[src/design/qasu_pkg.sv]
// shared constants, types and helpers for the spin update block
package qasu_pkg;

    localparam int MAX_SPINS    = 64;
    localparam int MAX_REPLICAS = 8;
    localparam int SPIN_W       = $clog2(MAX_SPINS);
    localparam int REP_W        = $clog2(MAX_REPLICAS);
    localparam int SCNT_W       = 7;
    localparam int TCNT_W       = 4;
    localparam int COUP_AW      = 2 * SPIN_W;

    typedef enum logic [2:0] {
        KIND_WR_COUP  = 3'd0,
        KIND_WR_FIELD = 3'd1,
        KIND_WR_SPIN  = 3'd2,
        KIND_UPDATE   = 3'd3,
        KIND_RD_SPIN  = 3'd4
    } t_kind;

    typedef enum logic [1:0] {
        CFG_TROTTER = 2'd0,
        CFG_SPINS   = 2'd1,
        CFG_JPERP   = 2'd2,
        CFG_BETA    = 2'd3
    } t_cfg_idx;

    typedef enum logic [3:0] {
        S_IDLE,
        S_DISP,
        S_WCOUP,
        S_WFIELD,
        S_RROW,
        S_WSPIN,
        S_RDCAP,
        S_UUP,
        S_UDN,
        S_UACC,
        S_UTUN,
        S_UDBL,
        S_UMUL,
        S_UCMP,
        S_OUT
    } t_state;

    // controller to datapath
    typedef struct packed {
        logic accept;
        logic rd_row;
        logic rd_up;
        logic rd_dn;
        logic cap_row;
        logic cap_su;
        logic acc_start;
        logic acc;
        logic tun;
        logic dbl;
        logic mul;
        logic cmp;
        logic wr_coup;
        logic wr_field;
        logic wr_spin;
        logic cap_read;
        logic load_out;
    } t_cmd;

    // datapath to controller
    typedef struct packed {
        logic [2:0] kind;
        logic       in_range;
        logic       last;
    } t_stat;

    function automatic logic signed [31:0] sat32(input logic signed [33:0] v);
        logic signed [31:0] res;
        if (v > 34'sd2147483647) begin
            res = 32'sh7fffffff;
        end else if (v < -34'sd2147483648) begin
            res = 32'sh80000000;
        end else begin
            res = v[31:0];
        end
        return res;
    endfunction

endpackage

[src/design/qasu_ctrl.sv]
// sequencer for spin store access and metropolis update steps
module qasu_ctrl import qasu_pkg::*; (
    input  logic  i_clk,
    input  logic  i_rst_n,
    input  logic  i_in_valid,
    output logic  o_in_ready,
    output logic  o_out_valid,
    input  logic  i_out_ready,
    input  t_stat i_stat,
    output t_cmd  o_cmd
);

    t_state r_state, n_state;
    logic   r_out_valid;

    always_ff @(posedge i_clk) begin
        if (!i_rst_n) begin
            r_state     <= S_IDLE;
            r_out_valid <= 1'b0;
        end else begin
            r_state <= n_state;
            if (o_cmd.load_out) begin
                r_out_valid <= 1'b1;
            end else if (i_out_ready) begin
                r_out_valid <= 1'b0;
            end
        end
    end

    always_comb begin
        n_state = r_state;
        o_cmd   = '0;
        unique case (r_state)
            S_IDLE: begin
                if (i_in_valid) begin
                    o_cmd.accept = 1'b1;
                    n_state      = S_DISP;
                end
            end
            S_DISP: begin
                unique case (i_stat.kind)
                    KIND_WR_COUP:  n_state = S_WCOUP;
                    KIND_WR_FIELD: n_state = S_WFIELD;
                    KIND_WR_SPIN,
                    KIND_UPDATE,
                    KIND_RD_SPIN:  n_state = S_RROW;
                    default:       n_state = S_OUT;
                endcase
            end
            S_WCOUP: begin
                o_cmd.wr_coup = 1'b1;
                n_state       = S_OUT;
            end
            S_WFIELD: begin
                o_cmd.wr_field = 1'b1;
                n_state        = S_OUT;
            end
            S_RROW: begin
                o_cmd.rd_row = 1'b1;
                if (i_stat.kind == KIND_WR_SPIN) begin
                    n_state = S_WSPIN;
                end else if (i_stat.kind == KIND_UPDATE && i_stat.in_range) begin
                    n_state = S_UUP;
                end else begin
                    n_state = S_RDCAP;
                end
            end
            S_WSPIN: begin
                o_cmd.wr_spin = 1'b1;
                n_state       = S_OUT;
            end
            S_RDCAP: begin
                o_cmd.cap_read = 1'b1;
                n_state        = S_OUT;
            end
            S_UUP: begin
                o_cmd.cap_row = 1'b1;
                o_cmd.rd_up   = 1'b1;
                n_state       = S_UDN;
            end
            S_UDN: begin
                o_cmd.cap_su    = 1'b1;
                o_cmd.rd_dn     = 1'b1;
                o_cmd.acc_start = 1'b1;
                n_state         = S_UACC;
            end
            S_UACC: begin
                o_cmd.acc = 1'b1;
                if (i_stat.last) begin
                    n_state = S_UTUN;
                end
            end
            S_UTUN: begin
                o_cmd.tun = 1'b1;
                n_state   = S_UDBL;
            end
            S_UDBL: begin
                o_cmd.dbl = 1'b1;
                n_state   = S_UMUL;
            end
            S_UMUL: begin
                o_cmd.mul = 1'b1;
                n_state   = S_UCMP;
            end
            S_UCMP: begin
                o_cmd.cmp = 1'b1;
                n_state   = S_OUT;
            end
            S_OUT: begin
                if (!r_out_valid || i_out_ready) begin
                    o_cmd.load_out = 1'b1;
                    n_state        = S_IDLE;
                end
            end
            default: n_state = S_IDLE;
        endcase
    end

    assign o_in_ready  = (r_state == S_IDLE);
    assign o_out_valid = r_out_valid;

endmodule

[config.mk]
export PLATFORM = sky130hd
export DESIGN_NAME = qasu_ctrl
export DESIGN_NICKNAME = d
export VERILOG_FILES = /design/src/design/qasu_pkg.sv /design/src/design/qasu_ctrl.sv
export SDC_FILE = /design/constraint.sdc
export NUM_CORES = 1
export LEC_CHECK = 0
export ABC_AREA = 1
export BUFFER_PORTS_ARGS = -buffer_cell sky130_fd_sc_hd__buf_4
export CAP_MARGIN = 15
export CORE_AREA = 4 4 41 43
export CTS_BUF_LIST = sky130_fd_sc_hd__clkbuf_16
export CTS_CLUSTER_SIZE = 24
export DETAILED_ROUTE_END_ITERATION = 7
export DIE_AREA = 0 0 45 47
export PLACE_DENSITY = 0.8
export SYNTH_ARGS = -nofsm -noshare
export SYNTH_HDL_FRONTEND = slang
export SYNTH_SLANG_ARGS = --single-unit
[constraint.sdc]
create_clock -name i_clk -period 2.8 [get_ports i_clk]
set_clock_uncertainty 0.1 [all_clocks]
set_input_delay 0.28 -clock i_clk [delete_from_list [all_inputs] [get_ports i_clk]]
set_output_delay 0.28 -clock i_clk [all_outputs]
set_load 0.01 [all_outputs]
* Word level (Yosys, flattened, before mapping)
Cells that the tools add are included.
** Operators by class
- Equality and inequality tests :: 21
- Mux-type cells :: 26
- Reductions and logical operators :: 9
** Operator list (count)
- case mux 4 bit (11 select lines) :: 1
- == test 4 bit, second input constant :: 7
- 2-to-1 mux 1 bit :: 19
- == test 4 x 3 -> 1 bit, second input constant :: 4
- 2-to-1 mux 4 bit :: 4
- case mux 4 bit (3 select lines) :: 1
- == test 4 x 2 -> 1 bit, second input constant :: 2
- == test 3 x 2 -> 1 bit, second input constant :: 2
- != test 2 bit, second input constant :: 3
- OR reduction 5 bit :: 1
- == test 4 x 1 -> 1 bit, second input constant :: 1
- zero test 4 bit :: 1
- == test 3 x 1 -> 1 bit, second input constant :: 1
- == test 3 bit, second input constant :: 1
- zero test 3 bit :: 1
- AND reduction 3 bit :: 1
- OR reduction 3 bit :: 1
- 2-to-1 mux 2 bit :: 1
- nonzero test 2 bit :: 1
- logical AND 1 bit :: 1
- zero test 1 bit :: 1
- logical OR 1 bit :: 1
** Storage, ports and cells
- Register bits after elaboration :: 5
- Input bits :: 9
- Output and inout bits :: 19

* Depth between registers and ports, before layout
- Word-level depth :: 5
- Depth in mapped cells :: 8
- Depth with buffers taken out :: 8

* Worst setup path before layout
OpenSTA, ideal clock, no wires.
- Path type :: register to output
- Start point :: reg r_state[1]
- End point :: out o_cmd[11] in the netlist's numbering
- Data arrival time :: 0.971 ns
- Data required time :: 2.420 ns
- Slack :: 1.449 ns
- Stages on the path, launching flop included :: 5
- Buffers on the path :: 1
- Cell sequence :: dfxtp_1 > inv_2 > nand2_1 > nor2_1 > buf_4
** RTL lines
- start, declared :: RTL line qasu_ctrl.sv:13 : t_state r_state, n_state;
- start signal, assigned :: RTL line qasu_ctrl.sv:21 : r_state <= n_state;
- end, declared :: RTL line qasu_ctrl.sv:10 : output t_cmd o_cmd

==> metrics.yaml <==
sta:
  clock.fmax_mhz: 610
  setup_tns_ps: 0
  post-route-period-util_pct: 58.6
  rsz0062_at_grt: "false"
  final_max_slew_viol_count: 0
  finalSetupViolations: 0
  fin_crit_ps: 1640
  tightest_slew_ps: 275
  worst_slack_ps: 1160
  hold_violations: 0
  maxSlewHeadroom_pct: 81.7
synth:
  yosysTopAreaCell: "dfxtp_1"
  synth_cell_type_count: 15
  synth_warnings: 0
  synth_top_area_share_pct: 18.6
  synth_cells: 102
  synth_area_um2: 539
  yosysSeqAreaShare_pct: 18.6
  ys_ff_latch: 5
  syn_nets: 111
  synthTopCellsByArea: "dfxtp_1 19%, nand2_1 16%, nor2_1 15%, inv_1 11%, nor2_2 8.1%"
  synth_area_per_cell_um2: 5.29
detailed_routing:
  vias: 657
  drc: 0
  antenna_left: 0
  routed_wl_um: 1430
  post_drt_wl_per_cell_um: 9.83
  avgViaCountPerCell: 4.53
  initialDrtViolationCount: 7
  first_pass_iters: 5
outcome:
  status: "finished clean"
cells_and_area:
  nets: 140
  regArea_um2: 100
  fillers: 129
  multiInputGateArea_um2: 334
  stdcell_area_um2: 817
  antennaDiodeCount: 0
  layout-drive-gt1-share_pct: 36.9
  area_growth_pct: 51.5
floorplanning:
  coreArea_um2: 1300
  die_x_um: 45
  ioPinCount: 28
  start_util_pct: 41.4
  die_y_um: 47
  dieArea_um2: 2120
  rows: 13
placement:
  port_buffers: 27
  dpl.hpwl_um: 1210
  gp_congestion: 0.875
  dp_slack_ps: 1390
  placed_area_um2: 738
power:
  power_density_nw_per_um2: 1030
  p_total_mw: 0.837
  vdd_drop_max_mv: 0.511
  leakagePower_nw: 0.483
global_routing:
  grt.overflow.total: 0
  grt_max_degree: 8
  grt_usage_pct: 14.1
  grt_pass1_vias: 585
  antenna_found_initial: 0
  grt_pass1_wl_um: 2220
setup_path:
  cp_data_required_time_ps: 2420
  endpoint_kind: "output pin"
  cp.arrival_ps: 1260
  cpPeakStageDelay_ps: 460
  crit_buf_inv: 2
  rr_worst_depth: 7
  rrSetupSlack_ps: 1400
  r2r_start: "r_state[3]"
  crit_chain: "nand2_2, nor2_2, inv_1, nor2_1, buf_4"
  r2r_end: "r_state[3]"
  worstSetupPathType: "register to output pin"
  path_delay_family: "flip-flops"
  startpoint_type: "register"
  path_max_fanout: 5
  slowest_stage: "dfxtp_1"
  cp.depth: 5
cts:
  hold_buffers: 0
  clkLatencyLatePin_ps: 220
  path_clk_slew_ps: 30
  cts_resized: 0
  h-tree-depth: 1
  clockBufferDepth: 2
  cts_tree: "yes"
  cts_sinks: 5
  numCtsBuffers: 3
  post_cts_buffers: 0
  cts_root_buf: "clkbuf_16"
worst_hold_path:
  min_from: "i_stat[0]"
  hold_path_depth: 4
  min_to: "r_state[0]"
  hold_path.class: "input pin to register"
flow_run:
  drv_cap: 0
[metal layers]
layer / track usage [%] / share of wire, % / vias up
li1: - / - / 362
met1: 16.1 / 42 / 270
met2: 25.7 / 50 / 23
met3: 3.07 / 7.8 / 2
met4: 5.26 / 0.35 / 0
met5: 0 / 0 / -
[power by group]
part,internal (mW),switching [mW],total (mW),leakage [nW]
combinational,0.190,0.279,0.468,0.400
sequential,0.0974,0.0467,0.144,0.0410
clock,0.184,0.0409,0.225,0.0423
total,0.471,0.366,0.837,0.483
[state kept, by name (all words and copies together), names as in the netlist]
name         flops
o_out_valid      1
r_state          4
[synth_stat cells]
cell type and instances:
clkinv_1 1, inv_1 16, dfxtp_1 5, nor2_2 7, buf_4 3, a21oi_1 5, inv_2 5, nand2_2 5
a21oi_4 1, nand4_1 2, nor2_1 21, nor3_1 1, nand2_1 23, o21ai_0 3, nand3_1 4
[worst min-delay path: cells and delay by family]
kind | cells | cell delay, ps
AOI/OAI and AO/OA | 1 | 60
buffers and inverters | 2 | 100
and+or+nand+nor | 1 | 70
[worst max-delay path by stage]
stage,startpoint,to,slack (ps)
floorplan,r_state[1],o_cmd[11],1450
global placement,r_state[3],o_in_ready,1410
detailed placement,r_state[3],o_cmd[0],1390
CTS,r_state[3],o_cmd[0],1150
global route,r_state[3],o_cmd[0],1080
finish,r_state[3],o_cmd[0],1160
[cells in the final DEF, fill, tap and decap left out, drive strengths merged]
master and instances:
a21oi 6, dfxtp 5, nor3 1, nand4 2, nand3 4, buf 27
inv 22, o21ai 3, clkbuf 3, clkinv 1, nand2 28, nor2 28
[logic make-up after synthesis]
group	Yosys count	synth area share, %
flip-flops	5	18.6
AND/OR/NAND/NOR	63	51.5
AO/OA/AOI/OAI	9	10.4
buffers and inverters	25	19.5
[cell type report]
| class | instances | area share, % |
|---|---|---|
| clock buffer | 3 | 9.19 |
| clock inverter | 1 | 0.459 |
| inverter | 22 | 10.1 |
| multi-input combinational | 72 | 40.9 |
| sequential | 5 | 12.3 |
| tap | 15 | 2.30 |
| timing repair buffer | 27 | 24.8 |
[metrics by stage]
step           hold slack (ps)  cells  utilization, %
2_1_floorplan              353    102               -
3_3_place_gp               472    141            56.7
3_5_place_dp               473    141            56.7
4_1_cts                    241    145            62.8
5_1_grt                    259    145            62.8
6_report                   241    145            62.8
No activity file was read; power rests on OpenSTA's default activity.
